===== src/design/tmbf_pkg.sv =====
package tmbf_pkg;

    localparam int MEM_BYTES        = 8192;
    localparam int MEM_AW           = $clog2(MEM_BYTES);
    localparam int MAP_TILES_ACROSS = 32;
    localparam int MAP_IDX_W        = $clog2(MAP_TILES_ACROSS);

    localparam logic [8:0] SCREEN_WIDTH  = 9'd160;
    localparam logic [8:0] SCREEN_HEIGHT = 9'd144;

    localparam int QUEUE_DEPTH = 4;
    localparam int QUEUE_AW    = $clog2(QUEUE_DEPTH);

    localparam int CFG_INDEX_W = 3;
    localparam int CFG_DATA_W  = 8;

    localparam logic [CFG_INDEX_W-1:0] CFG_BG_ENABLE   = 3'd0;
    localparam logic [CFG_INDEX_W-1:0] CFG_MAP_SELECT  = 3'd1;
    localparam logic [CFG_INDEX_W-1:0] CFG_DATA_SELECT = 3'd2;
    localparam logic [CFG_INDEX_W-1:0] CFG_SCROLL_X    = 3'd3;
    localparam logic [CFG_INDEX_W-1:0] CFG_SCROLL_Y    = 3'd4;

    localparam logic FUNC_WRITE  = 1'b0;
    localparam logic FUNC_RENDER = 1'b1;

    typedef struct packed {
        logic              is_write;
        logic [MEM_AW-1:0] addr;
        logic [7:0]        data;
        logic [2:0]        line;
        logic [2:0]        col_bit;
        logic              en;
        logic              dsel;
        logic [7:0]        x;
        logic [7:0]        y;
    } q_entry_t;

endpackage


===== src/design/tmbf_queue.sv =====
module tmbf_queue
    import tmbf_pkg::*;
(
    input  logic     clk,
    input  logic     rst_n,
    input  logic     push,
    input  q_entry_t push_entry,
    output logic     full,
    input  logic     pop,
    output q_entry_t head,
    output logic     head_valid
);

    q_entry_t              entries_reg [QUEUE_DEPTH];
    logic [QUEUE_AW-1:0]   wr_ptr_reg;
    logic [QUEUE_AW-1:0]   rd_ptr_reg;
    logic [QUEUE_AW:0]     count_reg;
    logic [QUEUE_AW:0]     count_next;

    assign full       = (count_reg == (QUEUE_AW+1)'(QUEUE_DEPTH));
    assign head_valid = (count_reg != '0);
    assign head       = entries_reg[rd_ptr_reg];

    always_comb
    begin
        count_next = count_reg;
        if (push && !pop)
        begin
            count_next = count_reg + 1'b1;
        end
        else if (pop && !push)
        begin
            count_next = count_reg - 1'b1;
        end
    end

    always_ff @(posedge clk or negedge rst_n)
    begin
        if (!rst_n)
        begin
            wr_ptr_reg <= '0;
            rd_ptr_reg <= '0;
            count_reg  <= '0;
        end
        else
        begin
            count_reg <= count_next;
            if (push)
            begin
                wr_ptr_reg <= wr_ptr_reg + 1'b1;
            end
            if (pop)
            begin
                rd_ptr_reg <= rd_ptr_reg + 1'b1;
            end
        end
    end

    always_ff @(posedge clk)
    begin
        if (push)
        begin
            entries_reg[wr_ptr_reg] <= push_entry;
        end
    end

endmodule


===== config.mk =====
export PLATFORM = sky130hd
export DESIGN_NAME = tmbf_queue
export DESIGN_NICKNAME = d
export VERILOG_FILES = /design/src/design/tmbf_pkg.sv /design/src/design/tmbf_queue.sv
export SDC_FILE = /design/constraint.sdc
export NUM_CORES = 1
export LEC_CHECK = 0
export BUFFER_PORTS_ARGS = -buffer_cell sky130_fd_sc_hd__buf_2
export CORE_MARGIN = 2
export CORE_UTILIZATION = 55
export CTS_CLUSTER_SIZE = 40
export DETAILED_ROUTE_END_ITERATION = 12
export GPL_TIMING_DRIVEN = 0
export PLACE_DENSITY = 0.77
export SKIP_CTS_REPAIR_TIMING = 1
export SLEW_MARGIN = 0
export SYNTH_ARGS = -nofsm -noshare
export SYNTH_HDL_FRONTEND = slang
export SYNTH_SLANG_ARGS = --single-unit

===== constraint.sdc =====
create_clock -name clk -period 5.1 [get_ports clk]
set_input_delay 0.51 -clock clk [delete_from_list [all_inputs] [get_ports clk]]
set_output_delay 0.51 -clock clk [all_outputs]
set_load 0.005 [all_outputs]

## Yosys cells after proc, flatten, opt, wreduce, memory -nomap -nowiden

Memories as Yosys holds them, arrays and structs flattened.
Cells that the tools add are included.

- Memories kept: 1
- Register bits: 7
- Word-level logic and storage cells: 19
- RAM bits: 184

- Muxes and demuxes: 4
- Equal/unequal tests: 1
- Reduce and logical (&&, ||, !) cells: 6
- Add/subtract/negate cells: 4

Memories:

| name | depth | width | rd ports | clocked after Yosys merged registers in | wr ports | RTL line | text |
|---|---|---|---|---|---|---|---|
| entries_reg | 4 | 46 | 1 | 0 | 1 | tmbf_queue.sv:14 | `q_entry_t entries_reg [QUEUE_DEPTH];` |

Operators with widths:

| cell | count |
|---|---|
| 2-to-1 mux 3 bit | 2 |
| adder 2 x 1 -> 2 bit, second input constant | 2 |
| adder 3 x 1 -> 3 bit, second input constant | 1 |
| == test 3 bit, second input constant | 1 |
| nonzero test 3 bit | 1 |
| subtractor 3 x 1 -> 3 bit, second input constant | 1 |
| logical AND 1 bit | 2 |
| zero test 1 bit | 2 |
| 2-to-1 mux 1 bit | 2 |
| nonzero test 2 bit | 1 |

## Depth between registers and ports, before layout

- Depth in word-level cells: 4
- Gate-level depth with buffers: 7
- Depth with buffers taken out: 7

## Worst setup path after synthesis

OpenSTA, ideal clock, no wires.

- Path kind: register to register
- Start: reg wr_ptr_reg[0]
- End: mem entries_reg[2][0] (netlist bit) (enable)
- Data required time: 4.692 ns
- Data arrival time: 1.718 ns
- Library setup time: 0.408 ns
- Setup slack: 2.974 ns
- Buffers on the path: 0
- Stages on the path, launching flop included: 4
- Cells stage by stage: dfrtp_1 > inv_1 > ha_1 > and2_1

RTL lines:

| item | RTL line | text |
|---|---|---|
| from (decl) | tmbf_queue.sv:15 | `logic [QUEUE_AW-1:0] wr_ptr_reg;` |
| from (signal assigned) | tmbf_queue.sv:50 | `wr_ptr_reg <= wr_ptr_reg + 1'b1;` |
| to (decl) | tmbf_queue.sv:14 |  |

Straight into the memory's write port.

==> flow_metrics.tcl <==
set metrics [dict create \
    status "finished, final reports clean" \
    fp.coreArea_mm2 0.0126 \
    syn_avg_cell_area_um2 25.6 \
    hold_end "entries_reg[0][40]$_DFFE_PP_" \
    first_iter_violations 189 \
    synth_area_mm2 0.00703 \
    ir_drop_mv 0.269 \
    r2r_end "entries_reg[2][33]$_DFFE_PP_" \
    slew_headroom 0.571 \
    place_hpwl_um 7110 \
    hold_depth 1 \
    yosys.area.top_type_share 0.786 \
    finalHoldViolations 0 \
    groute.usage.overall 0.181 \
    via_count 3105 \
    htree_num_levels 4 \
    startpoint "rd_ptr_reg[0]$_DFFE_PN0P_" \
    fin_setup_tns_ps 0 \
    worstMarginPinSlew_ps 644 \
    die_h_um 117 \
    max_clock_freq_mhz 415 \
    postLayoutCoreUtil 0.661 \
    fin_ws_ps 2690 \
    start_util 0.559 \
    cts_tree "yes" \
    clk_pin_slew_ps 60 \
    worst_ep_arrival_time_ps 1900 \
    antenna_found_initial 0 \
    ys_warn_count 0 \
    cts_buffers 17 \
    worstHoldStart "push_entry[40]" \
    synth_fp_nets 330 \
    synth_ff_type "edfxtp_1" \
    r2r_cells 4 \
    slew_viol_final 0 \
    grt_overflow 0 \
    grt_pass1_vias 3262 \
    netlist_instances 274 \
    worstReg2RegStart "wr_ptr_reg[0]$_DFFE_PN0P_" \
    start_kind "register" \
    cp_data_required_time_ps 4590 \
    drt-pass1-iter-count 6 \
    routedWlPerCell_um 19.6 \
    grt_pass1_wl_um 17500 \
    synth_edf_count 184 \
    synth.area.top_cells "edfxtp_1 (79%), mux4_2 (15%), dfrtp_1 (2.5%)" \
    post-route-period-util 0.472 \
    cellPowerDensity_mw_per_mm2 545 \
    worstSkewPairLatency_ps 410 \
    hold-worst-slack_ps 304 \
    yosys.area.top_type "edfxtp_1" \
    clock-sinks 191 \
    fin_skew_ps 5.31 \
    syn_to_final_growth_pct 18.3 \
    synth_cell_types 19 \
    cts_buffer_depth 2 \
    finalSetupViolCount 0 \
    yosysSeqAreaShare 0.811 \
    vias_per_cell 5.36 \
    drive_gt1_frac 0.455 \
    route.detailed.drc 0 \
    r2r_slack_ps 3260 \
    num_rows 41 \
    port_buffers 97 \
    worstPathMaxFanout 10 \
    largest_reg_flops 184 \
    grt_max_degree 29 \
    synth-seq-cells 191 \
    num-fill-cells 804 \
    wirelength_um 11300 \
    power_leakage_nw 2.89 \
    die_w_um 117 \
    path_class "register to primary output" \
    async_reset_ff_frac 0.0366 \
    power_w 0.00453 \
    layout_min_cycle_time_ps 2410 \
    place_congestion 0.704 \
    clockRootBuffer "clkbuf_16" \
    die_area_mm2 0.0137 \
    maxCapViolations 0 \
    io_pins 98 \
    drt.antenna.violating_nets 0 \
    hp-class "primary input to register" \
    post-place-ws_ps 3100 \
    final_nets 451 \
    diodes 0 \
    rsz0062_at_grt "no" \
    crit_path_end_kind "primary output" \
]
-- routing by layer --
layer  track usage  share of wire  vias to the layer above
met5             0              0                        -
met4        0.0682         0.0097                        0
met3        0.0463          0.048                       10
met2         0.297           0.53                       90
met1         0.240           0.41                     1607
li1              -              -                     1398
-- cells by family after synthesis --
logic type / share of synthesized area
buffers and inverters: 0.0125
flip-flops: 0.811
AND/OR/NAND/NOR: 0.00712
adder cells (fa/ha/maj): 0.0118
AO/OA/AOI/OAI: 0.000712
XOR/XNOR: 0.00748
multiplexers: 0.149
-- power breakdown --
part	total, W	leakage (nW)	internal (W)	switching (W)
registers	0.00213	1.77	0.00206	0.0000787
logic	0.00129	0.871	0.000662	0.000624
clock network	0.00111	0.243	0.000609	0.000499
-- critical path: stages, from the launching register on --
cell and delay [ps]:
dfrtp_1 390, buf_6 210, buf_6 210, mux4_2 530, buf_2 140
-- per-stage QoR --
step	instances	cell area (µm²)
after floorplan	274	7030
after global placement	543	7730
after detailed placement	547	7810
after CTS	578	8300
after global routing	579	8310
final	579	8310
-- worst max path at each step --
stage / cells after the start / endpoint
after global routing: 4 / head[19]
after global placement: 2 / entries_reg[2][34]$_DFFE_PP_
final: 4 / head[21]
after floorplan: 3 / entries_reg[2][0]$_DFFE_PP_
after detailed placement: 4 / head[21]
after CTS: 4 / head[21]
-- Yosys cell counts (2+ instances only) --
master	n
and2_1	4
buf_2	4
buf_4	2
buf_6	3
dfrtp_1	7
edfxtp_1	184
ha_1	5
inv_1	4
mux4_2	46
nand2_1	2
xnor2_1	2
xor2_1	4
-- cell type report --
| class | instances | area [µm²] | area share |
|---|---|---|---|
| buffer | 10 | 72.6 | 0.00873 |
| clock buffer | 21 | 440 | 0.0530 |
| clock inverter | 10 | 48.8 | 0.00587 |
| inverter | 4 | 15.0 | 0.00181 |
| multi-input combinational | 69 | 1240 | 0.150 |
| sequential | 191 | 5700 | 0.686 |
| tap | 172 | 215 | 0.0259 |
| timing repair buffer | 102 | 576 | 0.0693 |
-- cells in the final DEF (no fill, tap or decap), types with 2 or more instances in the layout --
| master | count |
|---|---|
| and2_2 | 4 |
| clkbuf_16 | 17 |
| xor2_1 | 4 |
| mux4_2 | 46 |
| buf_2 | 101 |
| inv_1 | 4 |
| nand2_1 | 2 |
| buf_12 | 4 |
| edfxtp_1 | 184 |
| buf_6 | 3 |
| clkbuf_1 | 5 |
| dfrtp_1 | 7 |
| clkinv_1 | 3 |
| buf_4 | 2 |
| xnor2_1 | 2 |
| clkinv_2 | 6 |
| ha_1 | 5 |
(Power assumes the default switching activity.)
