$ cat src/design/tmbf_pkg.sv
package tmbf_pkg;

    localparam int MEM_BYTES        = 8192;
    localparam int MEM_AW           = $clog2(MEM_BYTES);
    localparam int MAP_TILES_ACROSS = 32;
    localparam int MAP_IDX_W        = $clog2(MAP_TILES_ACROSS);

    localparam logic [8:0] SCREEN_WIDTH  = 9'd160;
    localparam logic [8:0] SCREEN_HEIGHT = 9'd144;

    localparam int QUEUE_DEPTH = 4;
    localparam int QUEUE_AW    = $clog2(QUEUE_DEPTH);

    localparam int CFG_INDEX_W = 3;
    localparam int CFG_DATA_W  = 8;

    localparam logic [CFG_INDEX_W-1:0] CFG_BG_ENABLE   = 3'd0;
    localparam logic [CFG_INDEX_W-1:0] CFG_MAP_SELECT  = 3'd1;
    localparam logic [CFG_INDEX_W-1:0] CFG_DATA_SELECT = 3'd2;
    localparam logic [CFG_INDEX_W-1:0] CFG_SCROLL_X    = 3'd3;
    localparam logic [CFG_INDEX_W-1:0] CFG_SCROLL_Y    = 3'd4;

    localparam logic FUNC_WRITE  = 1'b0;
    localparam logic FUNC_RENDER = 1'b1;

    typedef struct packed {
        logic              is_write;
        logic [MEM_AW-1:0] addr;
        logic [7:0]        data;
        logic [2:0]        line;
        logic [2:0]        col_bit;
        logic              en;
        logic              dsel;
        logic [7:0]        x;
        logic [7:0]        y;
    } q_entry_t;

endpackage

$ cat src/design/tmbf_pix_in_if.sv
interface tmbf_pix_in_if;
    import tmbf_pkg::*;

    logic              valid;
    logic              ready;
    logic              func;
    logic [MEM_AW-1:0] mem_addr;
    logic [7:0]        mem_data;
    logic [7:0]        pixel_x;
    logic [7:0]        pixel_y;

    modport source (output valid, func, mem_addr, mem_data, pixel_x, pixel_y, input ready);
    modport sink (input valid, func, mem_addr, mem_data, pixel_x, pixel_y, output ready);
endinterface

$ cat src/design/tmbf_cfg_if.sv
interface tmbf_cfg_if;
    import tmbf_pkg::*;

    logic                   valid;
    logic                   ready;
    logic [CFG_INDEX_W-1:0] index;
    logic [CFG_DATA_W-1:0]  data;

    modport source (output valid, index, data, input ready);
    modport sink (input valid, index, data, output ready);
endinterface

$ cat src/design/tmbf_front.sv
module tmbf_front
    import tmbf_pkg::*;
(
    input  logic       clk,
    input  logic       rst_n,
    tmbf_pix_in_if.sink pix_in,
    tmbf_cfg_if.sink    cfg,
    output logic       q_push,
    output q_entry_t   q_entry,
    input  logic       q_full
);

    logic       bg_enable_reg;
    logic       map_select_reg;
    logic       data_select_reg;
    logic [7:0] scroll_x_reg;
    logic [7:0] scroll_y_reg;

    logic [7:0] mx;
    logic [7:0] my;
    logic       on_screen;
    logic       is_write;

    assign cfg.ready = 1'b1;

    always_ff @(posedge clk or negedge rst_n)
    begin
        if (!rst_n)
        begin
            bg_enable_reg   <= 1'b0;
            map_select_reg  <= 1'b0;
            data_select_reg <= 1'b0;
            scroll_x_reg    <= 8'd0;
            scroll_y_reg    <= 8'd0;
        end
        else if (cfg.valid)
        begin
            case (cfg.index)
                CFG_BG_ENABLE:   bg_enable_reg   <= cfg.data[0];
                CFG_MAP_SELECT:  map_select_reg  <= cfg.data[0];
                CFG_DATA_SELECT: data_select_reg <= cfg.data[0];
                CFG_SCROLL_X:    scroll_x_reg    <= cfg.data;
                CFG_SCROLL_Y:    scroll_y_reg    <= cfg.data;
                default:         ;
            endcase
        end
    end

    assign mx        = pix_in.pixel_x + scroll_x_reg;
    assign my        = pix_in.pixel_y + scroll_y_reg;
    assign is_write  = (pix_in.func == FUNC_WRITE);
    assign on_screen = ({1'b0, pix_in.pixel_x} < SCREEN_WIDTH)
                    && ({1'b0, pix_in.pixel_y} < SCREEN_HEIGHT);

    assign pix_in.ready = !q_full;

    // drop off-screen renders at the door
    assign q_push = pix_in.valid && !q_full && (is_write || on_screen);

    always_comb
    begin
        q_entry.is_write = is_write;
        q_entry.addr     = is_write ? pix_in.mem_addr
                         : {2'b11, map_select_reg, my[7:8-MAP_IDX_W], mx[7:8-MAP_IDX_W]};
        q_entry.data     = pix_in.mem_data;
        q_entry.line     = my[2:0];
        q_entry.col_bit  = mx[2:0];
        q_entry.en       = bg_enable_reg;
        q_entry.dsel     = data_select_reg;
        q_entry.x        = pix_in.pixel_x;
        q_entry.y        = pix_in.pixel_y;
    end

endmodule

$ cat src/flat_wrapper.sv
// flat-port wrapper written by rule: the top's interface ports become plain ports
module tmbf_front_flat import tmbf_pkg::*;
  (clk, rst_n, q_push, q_entry, q_full, pix_in_valid, pix_in_func, pix_in_mem_addr, pix_in_mem_data, pix_in_pixel_x, pix_in_pixel_y, pix_in_ready, cfg_valid, cfg_index, cfg_data, cfg_ready);
  tmbf_pix_in_if pix_in_i ();
  tmbf_cfg_if cfg_i ();
  input  logic clk;
  input  logic rst_n;
  output logic q_push;
  output q_entry_t q_entry;
  input  logic q_full;
  input wire logic [$bits(pix_in_i.valid)-1:0] pix_in_valid;
  input wire logic [$bits(pix_in_i.func)-1:0] pix_in_func;
  input wire logic [$bits(pix_in_i.mem_addr)-1:0] pix_in_mem_addr;
  input wire logic [$bits(pix_in_i.mem_data)-1:0] pix_in_mem_data;
  input wire logic [$bits(pix_in_i.pixel_x)-1:0] pix_in_pixel_x;
  input wire logic [$bits(pix_in_i.pixel_y)-1:0] pix_in_pixel_y;
  output wire logic [$bits(pix_in_i.ready)-1:0] pix_in_ready;
  input wire logic [$bits(cfg_i.valid)-1:0] cfg_valid;
  input wire logic [$bits(cfg_i.index)-1:0] cfg_index;
  input wire logic [$bits(cfg_i.data)-1:0] cfg_data;
  output wire logic [$bits(cfg_i.ready)-1:0] cfg_ready;
  assign pix_in_i.valid = pix_in_valid;
  assign pix_in_i.func = pix_in_func;
  assign pix_in_i.mem_addr = pix_in_mem_addr;
  assign pix_in_i.mem_data = pix_in_mem_data;
  assign pix_in_i.pixel_x = pix_in_pixel_x;
  assign pix_in_i.pixel_y = pix_in_pixel_y;
  assign pix_in_ready = pix_in_i.ready;
  assign cfg_i.valid = cfg_valid;
  assign cfg_i.index = cfg_index;
  assign cfg_i.data = cfg_data;
  assign cfg_ready = cfg_i.ready;
  tmbf_front u_core (.clk(clk), .rst_n(rst_n), .pix_in(pix_in_i), .cfg(cfg_i), .q_push(q_push), .q_entry(q_entry), .q_full(q_full));
endmodule
$ cat config.mk
export PLATFORM = sky130hd
export DESIGN_NAME = tmbf_front_flat
export DESIGN_NICKNAME = d
export VERILOG_FILES = /design/src/design/tmbf_pkg.sv /design/src/design/tmbf_pix_in_if.sv /design/src/design/tmbf_cfg_if.sv /design/src/design/tmbf_front.sv /design/src/flat_wrapper.sv
export SDC_FILE = /design/constraint.sdc
export NUM_CORES = 1
export LEC_CHECK = 0
export ABC_AREA = 1
export BUFFER_PORTS_ARGS = -buffer_cell sky130_fd_sc_hd__clkbuf_2
export CAP_MARGIN = 40
export CORE_ASPECT_RATIO = 1.5
export CORE_MARGIN = 2
export CORE_UTILIZATION = 25
export CTS_CLUSTER_DIAMETER = 200
export DETAILED_ROUTE_END_ITERATION = 7
export SLEW_MARGIN = 20
export SYNTH_ARGS = -nofsm -noshare
export SYNTH_HDL_FRONTEND = slang
export SYNTH_SLANG_ARGS = --single-unit
$ cat constraint.sdc
create_clock -name clk -period 1.7 [get_ports clk]
set_input_delay 0.085 -clock clk [delete_from_list [all_inputs] [get_ports clk]]
set_output_delay 0.085 -clock clk [all_outputs]
set_load 0.02 [all_outputs]
== Word-level counts from Yosys, hierarchy flattened ==
Cells that the tools add are included.

* Bits in registers: 19
* Bits of input ports: 54
* Output and inout port bits: 49
* Word-level logic and storage cells: 26

* Add/subtract/negate cells: 2
* Order comparisons: 2
* Equality and inequality tests: 4
* Mux-type cells: 1
* Bitwise logic cells: 1
* Reductions and logical operators: 11

{| class="wikitable"
|+ Operator list
! kind !! number
|-
| $add A8 B8 Y8 || 2
|-
| $lt A8 B8 Y1 const B || 2
|-
| $mux W13 || 1
|-
| $reduce_and A2 Y1 || 5
|-
| $eq A3 B2 Y1 const B || 2
|-
| $eq A3 B1 Y1 const B || 1
|-
| $eq A3 B3 Y1 const B || 1
|-
| $logic_and A1 B1 Y1 || 3
|-
| $logic_not A3 Y1 || 1
|-
| $logic_not A1 Y1 || 1
|-
| $logic_or A1 B1 Y1 || 1
|-
| $not A1 Y1 || 1
|}

== Logic depth before layout (Yosys ltp) ==
* Word-level depth: 4
* Mapped depth: 9
* Depth with buffers taken out: 9

== Least setup slack after synthesis ==
No wires, ideal clock.

* Path type: flip-flop to output port
* Start: reg u_core.scroll_x_reg[0]
* End: out q_entry[33] (netlist bit)
* Data arrival time: 1.638 ns
* Required time: 1.615 ns
* Path slack: -0.023 ns
* Stages on the path, launching flop included: 9
* Path buffers: 0
* Cells stage by stage: dfrtp_1 -> ha_1 -> fa_1 -> nand2_1 -> nand2_1 -> and2_1 -> nand2_1 -> nand2_1 -> o21ai_1

{| class="wikitable"
|+ RTL lines
! item !! line !! source
|-
| from (decl) || tmbf_front.sv:16 || <nowiki>logic [7:0] scroll_x_reg;</nowiki>
|-
| from (signal assigned) || tmbf_front.sv:42 || <nowiki>CFG_SCROLL_X: scroll_x_reg <= cfg.data;</nowiki>
|-
| to (decl) || flat_wrapper.sv:9 || <nowiki>output q_entry_t q_entry;</nowiki>
|}

==> impl_metrics.toml <==
[placed_design]
place_congestion = 0.799
dp_hpwl_um = 3580
place.port_buffers = 85

[timing]
timing.final.ws_setup_ps = -223
maxSlewViolCount = 0
final_hold_viol_count = 0
period_share_pct = 113
finalSetupTns_ps = -883
fmax_mhz = 520
fin_hold_ws_ps = 109
worst_clock_skew_ps = 0
rsz0062_at_grt = "yes"
finalSetupViolations = 8
period_needed_ps = 1920

[logic_synthesis]
synth_area_um2 = 1820
synth_edf_count = 0
syn_inst = 245
syn_area_per_cell_um2 = 7.42
synth-warning-count = 0
syn-num-nets = 315
synthDistinctLibCells = 28
synth-seq-cells = 19
synthArstFlopShare_pct = 100
ys.flop_type = "dfrtp_1"
synth_seq_area_share_pct = 26.2

[global_route]
grt_usage_pct = 10.9
grt_pass1_wl_um = 6910
grt_pass1_vias = 1551
use_met2_pct = 20.3
busiest_layer = "met2"
gr-usage-met3_pct = 1.21
grt.overflow.total = 0
antenna_found_initial = 0
grtUsageMet1_pct = 12.6
grt_max_degree = 20

[worst_setup_path]
start_kind = "register"
worstPathArrival_ps = 1840
cp_max_fo = 2
critPathRequiredTime_ps = 1620
path_class = "register to primary output"
end_kind = "primary output"
r2r_slack_ps = 870

[floorplan]
initial_utilization_pct = 25.5
die_area_um2 = 7980
die_width_um = 73.6
design.core.area_um2 = 7130
pin_count = 103
die_h_um = 108
rows = 38

[cells_and_area]
layout.nets = 385
synthToLayoutAreaGrowth_pct = 37.7
diodes = 0
layout-drive-gt1-share_pct = 48.4
fill_cells = 772
postLayoutCoreUtil_pct = 35.1

[clock_network]
clkTransAtPathRegs_ps = 70
clk_path_buf_depth = 2
cts_root_buf = "clkbuf_8"
insertion_delay_ps = 250
h-tree-depth = 1
cts.sinks = 19
cts_tree = "done"
cts-buffers-inserted = 3

[detailed_routing]
routed_via_density = 4.39
drc = 0
drtAntennaViolNets = 0
routed_wl_um = 4500
dr.first_iter.drc_count = 43
drtPass1Iterations = 5
vias = 1730
drt-wirelength-per-cell_um = 11.4

[min_path]
min_path_type = "input pin to register"

[flow_run]
max_cap_violations = 0

[power_and_ir_drop]
leakagePower_nw = 1.34
vdd_drop_max_mv = 0.441
power.total_mw = 2.21
power_density_nw_per_um2 = 883

[run_status]
failed_checks = "negative setup slack"
status = "finished with violations"
==> Yosys cell counts, types with 4 or more instances <==
library cell | instances | area [um2]
nand3b_1 | 6 | 45.0
inv_1 | 25 | 93.8
nor2_1 | 6 | 22.5
nand2_1 | 79 | 297
o21ai_0 | 5 | 25.0
nand3_1 | 12 | 60.1
buf_4 | 28 | 210
xnor2_1 | 4 | 35.0
dfrtp_1 | 19 | 475
ha_1 | 14 | 175
o21ai_2 | 16 | 140
a21oi_1 | 8 | 40.0
==> final timing paths <==
check / start / to / cells past startpoint
max: u_core.scroll_y_reg[0]$_DFFE_PN0P_ / q_entry[38] / 9
min: cfg_data[6] / u_core.scroll_x_reg[6]$_DFFE_PN0P_ / 3
max reg2reg: u_core.scroll_y_reg[1]$_DFFE_PN0P_ / u_core.scroll_y_reg[1]$_DFFE_PN0P_ / 3
min reg2reg: u_core.data_select_reg$_DFFE_PN0P_ / u_core.data_select_reg$_DFFE_PN0P_ / 2
max in group asynchronous: rst_n / u_core.scroll_y_reg[1]$_DFFE_PN0P_ / 2
min in group asynchronous: rst_n / u_core.data_select_reg$_DFFE_PN0P_ / 2
==> routing by layer <==
| layer | part of all wire (%) | up-vias |
|---|---|---|
| li1 | - | 894 |
| met1 | 39 | 770 |
| met2 | 53 | 58 |
| met3 | 5.7 | 8 |
| met4 | 1.9 | 0 |
| met5 | 0 | - |
==> layout make-up <==
class	count	area, um2	area share (%)
multi-input cells	169	1180	47.3
well taps	80	100	4.00
clock buffers	4	45.0	1.80
flip-flops and latches	19	477	19.0
inverters	25	93.8	3.75
repair buffers	97	603	24.1
==> cell families after synthesis <==
group / count (synthesis) / share of synthesized area [%]
AND/OR/NAND/NOR: 113 / 27.9
other: 1 / 0.206
flip-flops: 19 / 26.2
AO/OA/AOI/OAI: 33 / 12.6
XOR/XNOR: 6 / 2.89
buffers and inverters: 57 / 18.4
adder cells (fa/ha/maj): 16 / 11.8
==> worst max-delay path: stages, from the launching register on <==
cell and delay (ps):
dfrtp_1 380, ha_2 190, fa_2 350, nand2_1 70, nand2_1 60, and2_4 140
nand2_2 50, nand2_1 50, o21ai_2 120, clkbuf_8 160
==> through the flow <==
step	std cells	setup slack, ps	area [um2]
4_1_cts	388	-216	2420
5_1_grt	394	-323	2500
3_5_place_dp	381	-25.6	2130
2_1_floorplan	245	68.0	1830
6_report	394	-223	2500
3_3_place_gp	381	11.4	2130
==> report_power, final <==
part | leakage (nW) | total (mW) | internal, mW | switching (mW)
Combinational | 1.08 | 1.28 | 0.615 | 0.668
Sequential | 0.236 | 0.618 | 0.538 | 0.0795
Clock | 0.0228 | 0.310 | 0.166 | 0.144
Total | 1.34 | 2.21 | 1.32 | 0.891
==> cells in the final DEF (no fill, tap or decap), types with 2 or more instances in the layout <==
cell type   n
clkbuf_2   73
o21ai_0     3
o21ai_2    18
or2_0       2
a21oi_2     4
ha_2        2
xor2_1      2
clkbuf_8   10
xnor2_1     3
nand2_1    71
buf_4      13
ha_1        3
and2_4      2
dfrtp_1    18
buf_6       3
nand2_2     8
a21oi_1     4
ha_4        9
fa_2        2
o21ai_1     2
nor2_1      6
or2_2       2
nand3_1    12
nand3b_1    6
inv_1      25
==> timing repair <==
item                                   in CTS  in global routing
gates resized for setup                    43                 17
hold buffers                                1                  0
pin swaps                                   7                  3
setup endpoints to repair                  12                 12
endpoints found under the hold margin      19                  0
cloned                                      0                  0
setup buffers                               2                  7
Note: power is estimated with default switching activity, not from simulation.
